==> src/sv/tsip_pkg.sv <==
package tsip_pkg;

  localparam logic [7:0] SYM_DLE = 8'h10;
  localparam logic [7:0] SYM_ETX = 8'h03;

  // report ids
  localparam logic [7:0] RID_INIT   = 8'h45;
  localparam logic [7:0] RID_HEALTH = 8'h46;
  localparam logic [7:0] RID_SATSEL = 8'h44;
  localparam logic [7:0] RID_ALLSV  = 8'h6D;
  localparam logic [7:0] RID_MODE   = 8'h82;
  localparam logic [7:0] RID_TIME   = 8'h41;
  localparam logic [7:0] RID_VEL    = 8'h56;
  localparam logic [7:0] RID_POS    = 8'h83;

  // field kinds
  localparam logic [3:0] K_INIT   = 4'd0;
  localparam logic [3:0] K_STATUS = 4'd1;
  localparam logic [3:0] K_ERROR  = 4'd2;
  localparam logic [3:0] K_MODE   = 4'd3;
  localparam logic [3:0] K_SAT    = 4'd4;
  localparam logic [3:0] K_DOP    = 4'd5;
  localparam logic [3:0] K_TOW    = 4'd6;
  localparam logic [3:0] K_WEEK   = 4'd7;
  localparam logic [3:0] K_UTC    = 4'd8;
  localparam logic [3:0] K_VEL    = 4'd9;
  localparam logic [3:0] K_POSN   = 4'd10;

  localparam logic [31:0] TOW_LIMIT = 32'h4913A800;

  // one field to emit: where its bytes sit in the frame store
  typedef struct packed {
    logic [3:0] kind;
    logic [2:0] idx;
    logic [7:0] pos;
    logic [3:0] len;
    logic       last;
  } fdesc_t;

endpackage

==> src/sv/tsip_field_map.sv <==
module tsip_field_map #(
  parameter int MAX_SATS = 6
) (
  input  logic [7:0]     rid,
  input  logic [8:0]     cnt,
  input  logic [4:0]     fidx,
  input  logic [3:0]     sat_k,
  input  logic           tow_ok,
  output tsip_pkg::fdesc_t desc,
  output logic [4:0]     n_fields
);

  localparam logic [4:0] MAXS = 5'(MAX_SATS);

  logic [4:0] s;
  logic [4:0] dd;
  logic [4:0] n;

  always_comb begin
    desc = '0;
    n    = '0;
    s    = '0;
    dd   = '0;
    case (rid)
      tsip_pkg::RID_INIT: begin
        if (cnt == 9'd10) n = 5'd1;
        desc.kind = tsip_pkg::K_INIT;
      end
      tsip_pkg::RID_HEALTH: begin
        if (cnt == 9'd2) n = 5'd2;
        if (fidx == 5'd0) begin
          desc.kind = tsip_pkg::K_STATUS;
        end else begin
          desc.kind = tsip_pkg::K_ERROR;
          desc.pos  = 8'd1;
          desc.len  = 4'd1;
        end
      end
      tsip_pkg::RID_SATSEL: begin
        if (cnt == 9'd21) n = 5'd5 + MAXS;
        if (fidx == 5'd0) begin
          desc.kind = tsip_pkg::K_MODE;
        end else if (fidx <= MAXS) begin
          s         = fidx - 5'd1;
          desc.kind = tsip_pkg::K_SAT;
          desc.idx  = s[2:0];
          desc.pos  = 8'(s) + 8'd1;
          desc.len  = (s < 5'd4) ? 4'd1 : 4'd0;
        end else begin
          dd        = fidx - 5'd1 - MAXS;
          desc.kind = tsip_pkg::K_DOP;
          desc.idx  = dd[2:0];
          desc.pos  = 8'd5 + (8'(dd) << 2);
          desc.len  = 4'd4;
        end
      end
      tsip_pkg::RID_ALLSV: begin
        if (cnt >= 9'd17) n = 5'd5 + MAXS;
        if (fidx == 5'd0) begin
          desc.kind = tsip_pkg::K_MODE;
        end else if (fidx <= 5'd4) begin
          dd        = fidx - 5'd1;
          desc.kind = tsip_pkg::K_DOP;
          desc.idx  = dd[2:0];
          desc.pos  = 8'd1 + (8'(dd) << 2);
          desc.len  = 4'd4;
        end else begin
          s         = fidx - 5'd5;
          desc.kind = tsip_pkg::K_SAT;
          desc.idx  = s[2:0];
          desc.pos  = 8'd17 + 8'(s);
          desc.len  = (s < 5'(sat_k)) ? 4'd1 : 4'd0;
        end
      end
      tsip_pkg::RID_MODE: begin
        if (cnt >= 9'd1) n = 5'd1;
        desc.kind = tsip_pkg::K_MODE;
      end
      tsip_pkg::RID_TIME: begin
        if (tow_ok && cnt == 9'd10) n = 5'd4;
        if (tow_ok && cnt == 9'd12) n = 5'd3;
        case (fidx)
          5'd0: begin
            desc.kind = tsip_pkg::K_TOW;
            desc.len  = 4'd4;
          end
          5'd1: begin
            desc.kind = tsip_pkg::K_WEEK;
            desc.pos  = 8'd4;
            desc.len  = 4'd2;
          end
          5'd2: begin
            if (cnt == 9'd10) begin
              desc.kind = tsip_pkg::K_UTC;
              desc.pos  = 8'd6;
              desc.len  = 4'd4;
            end else begin
              desc.kind = tsip_pkg::K_STATUS;
            end
          end
          default: desc.kind = tsip_pkg::K_STATUS;
        endcase
      end
      tsip_pkg::RID_VEL: begin
        if (cnt == 9'd20) n = 5'd4;
        if (fidx < 5'd3) begin
          desc.kind = tsip_pkg::K_VEL;
          desc.idx  = fidx[2:0];
          desc.pos  = 8'(fidx) << 2;
          desc.len  = 4'd4;
        end else begin
          desc.kind = tsip_pkg::K_STATUS;
        end
      end
      tsip_pkg::RID_POS: begin
        if (cnt == 9'd36) n = 5'd4;
        if (fidx < 5'd3) begin
          desc.kind = tsip_pkg::K_POSN;
          desc.idx  = fidx[2:0];
          desc.pos  = 8'(fidx) << 3;
          desc.len  = 4'd8;
        end else begin
          desc.kind = tsip_pkg::K_STATUS;
        end
      end
      default: n = '0;
    endcase
    desc.last = (fidx == n - 5'd1);
    n_fields  = n;
  end

endmodule

==> src/sv/tsip_report_deframer_decoder.sv <==
// DLE/ETX report deframer and field decoder. Received bytes come in one per
// transaction on the in_ channel; a byte is taken while no frame
// is being decoded. DLE DLE stores a data DLE, DLE <id> opens a frame for that
// report id, and DLE ETX closes it. Payload bytes are kept in an on-chip
// frame store (bytes past FRAME_BYTES are dropped). On DLE ETX the decoder
// reads the first four payload bytes, settles length checks and
// the status/mode state, then walks the stored bytes, one memory read per
// cycle, to build each field, then hands the field to the output register
// once that register is free or being taken. Up to
// 5 + MAX_SATS result transactions follow, the final one flagged by
// out_last_field. Float and double fields leave as their raw big-endian bits.
// Input is held off only while a frame is being decoded; the last result may
// still wait in the output register while new bytes flow in. The store has
// no reset; bytes read past its filled part are replaced by zero.
module tsip_report_deframer_decoder #(
  parameter int FRAME_BYTES = 250,
  parameter int MAX_SATS    = 6
) (
  input  logic        clk,
  input  logic        rst_n,
  input  logic        in_valid,
  output logic        in_ready,
  input  logic [7:0]  in_rx_byte,
  output logic        out_valid,
  input  logic        out_ready,
  output logic [7:0]  out_report_code,
  output logic [3:0]  out_field_kind,
  output logic [2:0]  out_field_index,
  output logic [63:0] out_field_value,
  output logic        out_last_field
);

  localparam int CW = $clog2(FRAME_BYTES + 1);
  localparam int AW = $clog2(FRAME_BYTES);
  localparam logic [CW-1:0] FULL = CW'(FRAME_BYTES);
  localparam logic [3:0] MAXS4 = 4'(MAX_SATS);

  // sequencer states
  localparam logic [2:0] S_IDLE   = 3'd0;
  localparam logic [2:0] S_FETCH  = 3'd1;
  localparam logic [2:0] S_DECIDE = 3'd2;
  localparam logic [2:0] S_SETUP  = 3'd3;
  localparam logic [2:0] S_EMIT   = 3'd4;

  logic [2:0]    state_r, state_nxt;
  logic [CW-1:0] cnt_r, cnt_nxt;
  logic          esc_r, esc_nxt;
  logic [7:0]    fid_r, fid_nxt;
  logic [7:0]    status_r, status_nxt;
  logic [7:0]    mode_r, mode_nxt;

  // latched frame under decode
  logic [7:0]    rid_r, rid_nxt;
  logic [8:0]    fcnt_r, fcnt_nxt;
  logic [3:0]    satk_r, satk_nxt;
  logic          towok_r, towok_nxt;
  logic [4:0]    fidx_r, fidx_nxt;
  logic          hdr_r, hdr_nxt;

  // byte fetch engine
  logic [7:0]    fpos_r, fpos_nxt;
  logic [3:0]    fleft_r, fleft_nxt;
  logic          fpend_r, fpend_nxt;
  logic [7:0]    rpos_r, rpos_nxt;
  logic [63:0]   acc_r, acc_nxt;

  // output register
  logic          ov_r, ov_nxt;
  logic [7:0]    o_code_r, o_code_nxt;
  logic [3:0]    o_kind_r, o_kind_nxt;
  logic [2:0]    o_idx_r, o_idx_nxt;
  logic [63:0]   o_val_r, o_val_nxt;
  logic          o_last_r, o_last_nxt;

  // frame store
  logic [7:0]    mem [FRAME_BYTES];
  logic [7:0]    mem_q;
  logic          wr_en;
  logic [AW-1:0] wr_addr;
  logic [7:0]    wr_data;
  logic          rd_en;

  tsip_pkg::fdesc_t desc;
  logic [4:0]       n_fields;

  logic       in_fire;
  logic [7:0] b0;
  logic [7:0] byte_in;
  logic [7:0] m;
  logic [3:0] hi;

  tsip_field_map #(
    .MAX_SATS(MAX_SATS)
  ) u_map (
    .rid     (rid_r),
    .cnt     (fcnt_r),
    .fidx    (fidx_r),
    .sat_k   (satk_r),
    .tow_ok  (towok_r),
    .desc    (desc),
    .n_fields(n_fields)
  );

  always_ff @(posedge clk) begin
    if (wr_en) begin
      mem[wr_addr] <= wr_data;
    end
    if (rd_en) begin
      mem_q <= mem[fpos_r[AW-1:0]];
    end
  end

  assign in_ready = (state_r == S_IDLE);
  assign in_fire  = in_valid && in_ready;
  assign b0       = acc_r[31:24];
  assign rd_en    = (state_r == S_FETCH) && (fleft_r != 4'd0);
  // bytes past the received payload read as zero
  assign byte_in  = (9'(rpos_r) < fcnt_r) ? mem_q : 8'd0;

  always_comb begin
    state_nxt  = state_r;
    cnt_nxt    = cnt_r;
    esc_nxt    = esc_r;
    fid_nxt    = fid_r;
    status_nxt = status_r;
    mode_nxt   = mode_r;
    rid_nxt    = rid_r;
    fcnt_nxt   = fcnt_r;
    satk_nxt   = satk_r;
    towok_nxt  = towok_r;
    fidx_nxt   = fidx_r;
    hdr_nxt    = hdr_r;
    fpos_nxt   = fpos_r;
    fleft_nxt  = fleft_r;
    fpend_nxt  = 1'b0;
    rpos_nxt   = rpos_r;
    acc_nxt    = acc_r;
    ov_nxt     = ov_r && !out_ready;
    o_code_nxt = o_code_r;
    o_kind_nxt = o_kind_r;
    o_idx_nxt  = o_idx_r;
    o_val_nxt  = o_val_r;
    o_last_nxt = o_last_r;
    wr_en      = 1'b0;
    wr_addr    = cnt_r[AW-1:0];
    wr_data    = in_rx_byte;
    m          = 8'd0;
    hi         = b0[7:4];

    case (state_r)
      S_IDLE: begin
        if (in_fire) begin
          if (!esc_r) begin
            if (in_rx_byte == tsip_pkg::SYM_DLE) begin
              esc_nxt = 1'b1;
            end else if (cnt_r < FULL) begin
              wr_en   = 1'b1;
              cnt_nxt = cnt_r + 1'b1;
            end
          end else if (in_rx_byte == tsip_pkg::SYM_DLE) begin
            // stuffed data DLE
            esc_nxt = 1'b0;
            if (cnt_r < FULL) begin
              wr_en   = 1'b1;
              cnt_nxt = cnt_r + 1'b1;
            end
          end else if (in_rx_byte != tsip_pkg::SYM_ETX) begin
            // start of frame
            esc_nxt = 1'b0;
            cnt_nxt = '0;
            fid_nxt = in_rx_byte;
          end else begin
            // end of frame: latch it and fetch the header bytes
            esc_nxt   = 1'b0;
            cnt_nxt   = '0;
            fid_nxt   = 8'd0;
            rid_nxt   = fid_r;
            fcnt_nxt  = 9'(cnt_r);
            fpos_nxt  = 8'd0;
            fleft_nxt = 4'd4;
            acc_nxt   = '0;
            hdr_nxt   = 1'b1;
            state_nxt = S_FETCH;
          end
        end
      end

      S_FETCH: begin
        if (fleft_r != 4'd0) begin
          fpend_nxt = 1'b1;
          rpos_nxt  = fpos_r;
          fpos_nxt  = fpos_r + 8'd1;
          fleft_nxt = fleft_r - 4'd1;
        end
        if (fpend_r) begin
          acc_nxt = {acc_r[55:0], byte_in};
        end
        if (fleft_r == 4'd0 && !fpend_r) begin
          state_nxt = hdr_r ? S_DECIDE : S_EMIT;
        end
      end

      S_DECIDE: begin
        hdr_nxt   = 1'b0;
        fidx_nxt  = 5'd0;
        satk_nxt  = (hi > MAXS4) ? MAXS4 : hi;
        towok_nxt = (acc_r[31:0] < tsip_pkg::TOW_LIMIT);
        state_nxt = S_SETUP;
        case (rid_r)
          tsip_pkg::RID_HEALTH: begin
            if (fcnt_r == 9'd2) begin
              status_nxt = {status_r[7:4], 4'd0} | ({4'd0, b0[3:0]} + 8'd1);
            end
          end
          tsip_pkg::RID_SATSEL: begin
            case (b0)
              8'h01:   m = 8'd1;
              8'h03:   m = 8'd2;
              8'h04:   m = 8'd3;
              8'h11:   m = 8'd4;
              8'h13:   m = 8'd5;
              8'h14:   m = 8'd6;
              default: m = 8'd0;
            endcase
            if (fcnt_r == 9'd21) mode_nxt = {mode_r[7:3], m[2:0]};
          end
          tsip_pkg::RID_ALLSV: begin
            case (b0[3:0])
              4'h3:    m = 8'd2;
              4'h4:    m = 8'd3;
              4'hB:    m = 8'd5;
              4'hC:    m = 8'd6;
              default: m = 8'd0;
            endcase
            if (fcnt_r >= 9'd17) mode_nxt = {mode_r[7:3], m[2:0]};
          end
          tsip_pkg::RID_MODE: begin
            if (fcnt_r >= 9'd1) mode_nxt = {b0[1:0], mode_r[5:0]};
          end
          tsip_pkg::RID_TIME: begin
            if ((fcnt_r == 9'd10 || fcnt_r == 9'd12) &&
                acc_r[31:0] < tsip_pkg::TOW_LIMIT) begin
              status_nxt = status_r | 8'h10;
            end
          end
          tsip_pkg::RID_VEL: begin
            if (fcnt_r == 9'd20) status_nxt = status_r | 8'h20;
          end
          tsip_pkg::RID_POS: begin
            if (fcnt_r == 9'd36) status_nxt = status_r | 8'h80;
          end
          default: m = 8'd0;
        endcase
      end

      S_SETUP: begin
        // the field count is settled once the header is latched
        if (n_fields == 5'd0) begin
          state_nxt = S_IDLE;
        end else begin
          fpos_nxt  = desc.pos;
          fleft_nxt = desc.len;
          acc_nxt   = '0;
          state_nxt = S_FETCH;
        end
      end

      S_EMIT: begin
        if (!ov_r || out_ready) begin
          ov_nxt     = 1'b1;
          o_code_nxt = rid_r;
          o_kind_nxt = desc.kind;
          o_idx_nxt  = desc.idx;
          o_last_nxt = desc.last;
          if (desc.kind == tsip_pkg::K_STATUS) begin
            o_val_nxt = {56'd0, status_r};
          end else if (desc.kind == tsip_pkg::K_MODE) begin
            o_val_nxt = {56'd0, mode_r};
          end else begin
            o_val_nxt = acc_r;
          end
          fidx_nxt  = fidx_r + 5'd1;
          state_nxt = desc.last ? S_IDLE : S_SETUP;
        end
      end

      default: state_nxt = S_IDLE;
    endcase
  end

  always_ff @(posedge clk) begin
    if (!rst_n) begin
      state_r  <= S_IDLE;
      cnt_r    <= '0;
      esc_r    <= 1'b0;
      fid_r    <= 8'd0;
      status_r <= 8'd0;
      mode_r   <= 8'd0;
      hdr_r    <= 1'b0;
      fpend_r  <= 1'b0;
      fleft_r  <= 4'd0;
      ov_r     <= 1'b0;
    end else begin
      state_r  <= state_nxt;
      cnt_r    <= cnt_nxt;
      esc_r    <= esc_nxt;
      fid_r    <= fid_nxt;
      status_r <= status_nxt;
      mode_r   <= mode_nxt;
      hdr_r    <= hdr_nxt;
      fpend_r  <= fpend_nxt;
      fleft_r  <= fleft_nxt;
      ov_r     <= ov_nxt;
    end
  end

  always_ff @(posedge clk) begin
    rid_r    <= rid_nxt;
    fcnt_r   <= fcnt_nxt;
    satk_r   <= satk_nxt;
    towok_r  <= towok_nxt;
    fidx_r   <= fidx_nxt;
    fpos_r   <= fpos_nxt;
    rpos_r   <= rpos_nxt;
    acc_r    <= acc_nxt;
    o_code_r <= o_code_nxt;
    o_kind_r <= o_kind_nxt;
    o_idx_r  <= o_idx_nxt;
    o_val_r  <= o_val_nxt;
    o_last_r <= o_last_nxt;
  end

  assign out_valid       = ov_r;
  assign out_report_code = o_code_r;
  assign out_field_kind  = o_kind_r;
  assign out_field_index = o_idx_r;
  assign out_field_value = o_val_r;
  assign out_last_field  = o_last_r;

  // a read in flight only exists while fetching
  a_pend_in_fetch: assert property (@(posedge clk) disable iff (!rst_n)
    fpend_r |-> state_r == S_FETCH)
    else $error("read pending outside fetch");

  // emitting only happens for a frame with fields
  a_emit_has_fields: assert property (@(posedge clk) disable iff (!rst_n)
    state_r == S_EMIT |-> n_fields != 5'd0)
    else $error("emit without fields");

  // a finished field fetch goes straight to emit
  a_fetch_to_emit: assert property (@(posedge clk) disable iff (!rst_n)
    (state_r == S_FETCH && fleft_r == 4'd0 && !fpend_r && !hdr_r)
      |=> state_r == S_EMIT)
    else $error("field fetch did not reach emit");

  // frame fill never passes the store depth
  a_cnt_bound: assert property (@(posedge clk) disable iff (!rst_n)
    cnt_r <= FULL)
    else $error("byte count beyond frame store");

endmodule

==> config.mk <==
export PLATFORM = sky130hd
export DESIGN_NAME = tsip_report_deframer_decoder
export DESIGN_NICKNAME = d
export VERILOG_FILES = /design/src/sv/tsip_pkg.sv /design/src/sv/tsip_field_map.sv /design/src/sv/tsip_report_deframer_decoder.sv
export SDC_FILE = /design/constraint.sdc
export NUM_CORES = 2
export LEC_CHECK = 0
export BUFFER_PORTS_ARGS = -buffer_cell sky130_fd_sc_hd__buf_2
export CAP_MARGIN = 40
export CORE_UTILIZATION = 25
export DETAILED_ROUTE_END_ITERATION = 8
export GPL_TIMING_DRIVEN = 0
export SYNTH_ARGS = -nofsm -noshare
export SYNTH_HDL_FRONTEND = slang
export SYNTH_HIERARCHICAL = 1
export SYNTH_SLANG_ARGS = --single-unit
export TNS_END_PERCENT = 100
==> constraint.sdc <==
create_clock -name clk -period 9.14 [get_ports clk]
set_clock_uncertainty 0.2 [all_clocks]
set_input_delay 1.371 -clock clk [delete_from_list [all_inputs] [get_ports clk]]
set_output_delay 1.371 -clock clk [all_outputs]
set_load 0.1 [all_outputs]
==> results.yml <==
status:
  status: "complete, no violations"
timing:
  maxSlewHeadroom_pct: 29.71
  period_share_pct: 71.86
  setup_ws_ps: 2572
  max_freq_mhz: 152.3
  period_needed_ps: 6568
  worstMarginPinSlew_ps: 1054
  rsz0062_at_grt: "false"
  setup-tns-final_ps: 0
  hold_viol: 0
  setup-violations-final: 0
  drv_slew: 0
setup_path:
  reg2regPathDepth: 11
  reg2reg_to: "mem_q[6]"
  slowest_stage: "a311oi_1"
  crit_fanout: 10
  cp-startpoint: "fpos_r[0]"
  cpMostUsedCell: "buf_2"
  slowest_delay_ps: 880
  path_cells: "buf_2 -> buf_2 -> buf_2 -> buf_2 -> buf_2 -> mux2i_1 -> o221ai_1 -> o22ai_1 -> o21ai_0 -> nand4_1 -> a311oi_1"
  reg2reg_slack_ps: 2570
  cp_data_required_time_ps: 9470
  worstReg2RegStart: "fpos_r[0]"
  end_kind: "register"
  cp-start-kind: "register"
  worstPathArrival_ps: 6900
  crit_type: "register to register"
placed_design:
  dp_hpwl_um: 198900
  gp_congestion: 0.9640
  dp_slack_ps: 2659
  portBuffers: 92
  placedCellCount: 9800
  dpl_cell_area_mm2: 0.09720
drt:
  wl_um: 283600
  drt-wirelength-per-cell_um: 27.74
  vias: 50770
  dr.pass1.iters: 9
  ant_nets: 0
  via_per_inst: 4.967
  drc_errors: 0
  drtIter0Drc: 7188
synthesis:
  synth_cell_types: 86
  syn_inst: 4821
  async_reset_ff_share_pct: 0
  yosys-top-cells-area: "edfxtp_1 74%, mux4_2 8.7%, mux2i_1 4.2%"
  synth_edf_count: 2194
  yosysTopAreaCellShare_pct: 74.31
  ys.flop_type: "edfxtp_1"
  synth.most_common_cell: "edfxtp_1"
  yosys_warnings: 6
  postSynthAreaPerCell_um2: 18.39
  syn_area_mm2: 0.08866
  ys_seq_elements: 2233
  yosysSeqAreaShare_pct: 75.19
  synth_common_cells: "2,194 x edfxtp_1, 374 x mux2i_1, 366 x nor2_1"
  synth_top_area_cell: "edfxtp_1"
floorplan:
  core_mm2: 0.3527
  die_width_um: 597.5
  rows: 218
  start_util_pct: 25.14
  io-pin-count: 94
  design.die.area_mm2: 0.3570
  die_height_um: 597.5
clocking:
  clock-sinks: 2233
  post_cts_buffers: 0
  clock-root-buffer: "clkbuf_16"
  htreeDepth: 4
  ctsHoldBuffers: 0
  ctsResizeCount: 0
  worstSkewPairLatency_ps: 910
  clk_path_buf_depth: 3
  tritoncts: "built"
  cts_made_buffers: 220
  path_clk_slew_ps: 60
pwr:
  p_switching_mw: 5.456
  ir_drop_uv: 166.2
  p_clk_share_pct: 40.3
  p_int_mw: 16.94
  p_per_area_mw_per_mm2: 214.4
  comb_power_share_pct: 9.0
  p_seq_share_pct: 50.7
  leakagePower_nw: 32.95
  switching_share_pct: 24.37
final_layout:
  drive_gt1_share_pct: 19.40
  n_fill_cell: 34250
  stdcell_area_mm2: 0.1045
  final_nets: 5333
  syn_to_final_growth_pct: 17.81
  fin_cells: 10220
hold_path:
  holdCritStartpoint: "fid_r[6]"
  hold_path_end: "rid_r[6]"
  min_path_type: "register to register"
  holdPathStages: 0
global_routing:
  gr-total-overflow: 0
  grt_pass1_wl_um: 388100
  grt_max_degree: 150
  grt_util_all_layers_pct: 15.42
  grt_pass1_vias: 48750
  antenna_found_initial: 18
run:
  cap_violations: 0
final cells by class:
cell class,count,area (um^2),share of cell area [%]
well taps,4730,5918,5.666
flip-flops and latches,2233,66660,63.82
clock buffers,259,5662,5.420
repair buffers,247,2536,2.428
diodes,8,20.02,0.01917
multi-input cells,2266,20730,19.85
plain buffers,285,1215,1.163
clock inverters,154,1549,1.483
inverters,41,153.9,0.1473
routing by layer:
layer | share of wire, % | track usage (%) | vias to the layer above
met1 | 38 | 19.89 | 26270
met4 | 5.3 | 7.385 | 12
li1 | - | - | 20560
met5 | 0.023 | 0 | -
met2 | 45 | 23.88 | 3259
met3 | 11 | 4.299 | 675
power by group through the flow:
stage	Combinational, mW	Clock (mW)	Sequential (mW)
3_3_place_gp	1.82	0	11.6
3_5_place_dp	1.96	0	11.6
5_1_grt	2.05	9.46	11.3
6_report	2.03	9.02	11.3
4_1_cts	1.97	9.10	11.3
2_1_floorplan	0.916	0	11.6
through the flow:
step	utilization (%)	hold WS, ps	total power [mW]
2_1_floorplan	-	206.4	12.48
3_3_place_gp	26.95	220.5	13.43
3_5_place_dp	27.56	213.0	13.53
4_1_cts	29.61	226.4	22.42
5_1_grt	29.61	246.1	22.86
6_report	29.62	229.1	22.39
kinds of logic (layout without fill, tap and decap cells):
family | Yosys count | count (layout) | synth area share (%)
other | 2 | 14 | 0.008470
adders and majority gates | 27 | 27 | 0.3810
AOI/OAI and AO/OA | 588 | 588 | 4.657
and+or+nand+nor | 893 | 893 | 5.003
muxes | 720 | 720 | 12.95
buffers and inverters | 326 | 986 | 1.499
DFF | 2233 | 2233 | 75.19
xor gates and xnor gates | 32 | 32 | 0.3161
placed cells by master, fill, tap and decap left out, drive strengths merged, types with 7 or more instances in the layout:
master / n
nor4: 22
nand3: 37
edfxtp: 2194
a22oi: 7
a21boi: 11
mux2i: 374
dfxtp: 39
nand3b: 7
mux4: 341
a22o: 18
buf: 340
xor2: 17
o31ai: 11
diode: 8
clkbuf: 447
clkinv: 123
nor2b: 87
o21ai: 74
or3: 13
o22ai: 81
ha: 27
nor3b: 9
nor3: 62
o221ai: 162
a21oi: 132
and3: 16
inv: 44
nor4b: 7
a211oi: 22
bufinv: 19
nand2: 130
a2111oi: 9
xnor2: 15
nor2: 376
nand2b: 10
and2: 64
nand4: 18
clkinvlp: 9
or2: 9
flip-flops by register name (all words and copies together), names as in the netlist, 3 cells and up:
signal / cells
mode_r: 5
mem: 2000
cnt_r: 8
out_field_kind: 4
fid_r: 8
acc_r: 64
rid_r: 8
out_field_value: 64
state_r: 3
rpos_r: 8
out_field_index: 3
fpos_r: 8
status_r: 7
fidx_r: 5
fcnt_r: 8
mem_q: 8
out_report_code: 8
fleft_r: 4
satk_r: 4
worst max-delay path: cells and delay by family, from the launching register on:
kind	cells	cell delay, ps
buf+inv	5	2800
compound gates	4	2050
simple gates	1	580
flops	1	370
mux	1	140
how the worst max path moves through the flow:
stage,end,depth (start not counted)
6_report,mem_q[6],11
5_1_grt,mem_q[6],11
2_1_floorplan,out_field_index[0],2
4_1_cts,mem_q[6],11
3_5_place_dp,mem[76][7],11
3_3_place_gp,acc_r[57],6
No activity file was read; power rests on OpenSTA's default activity.
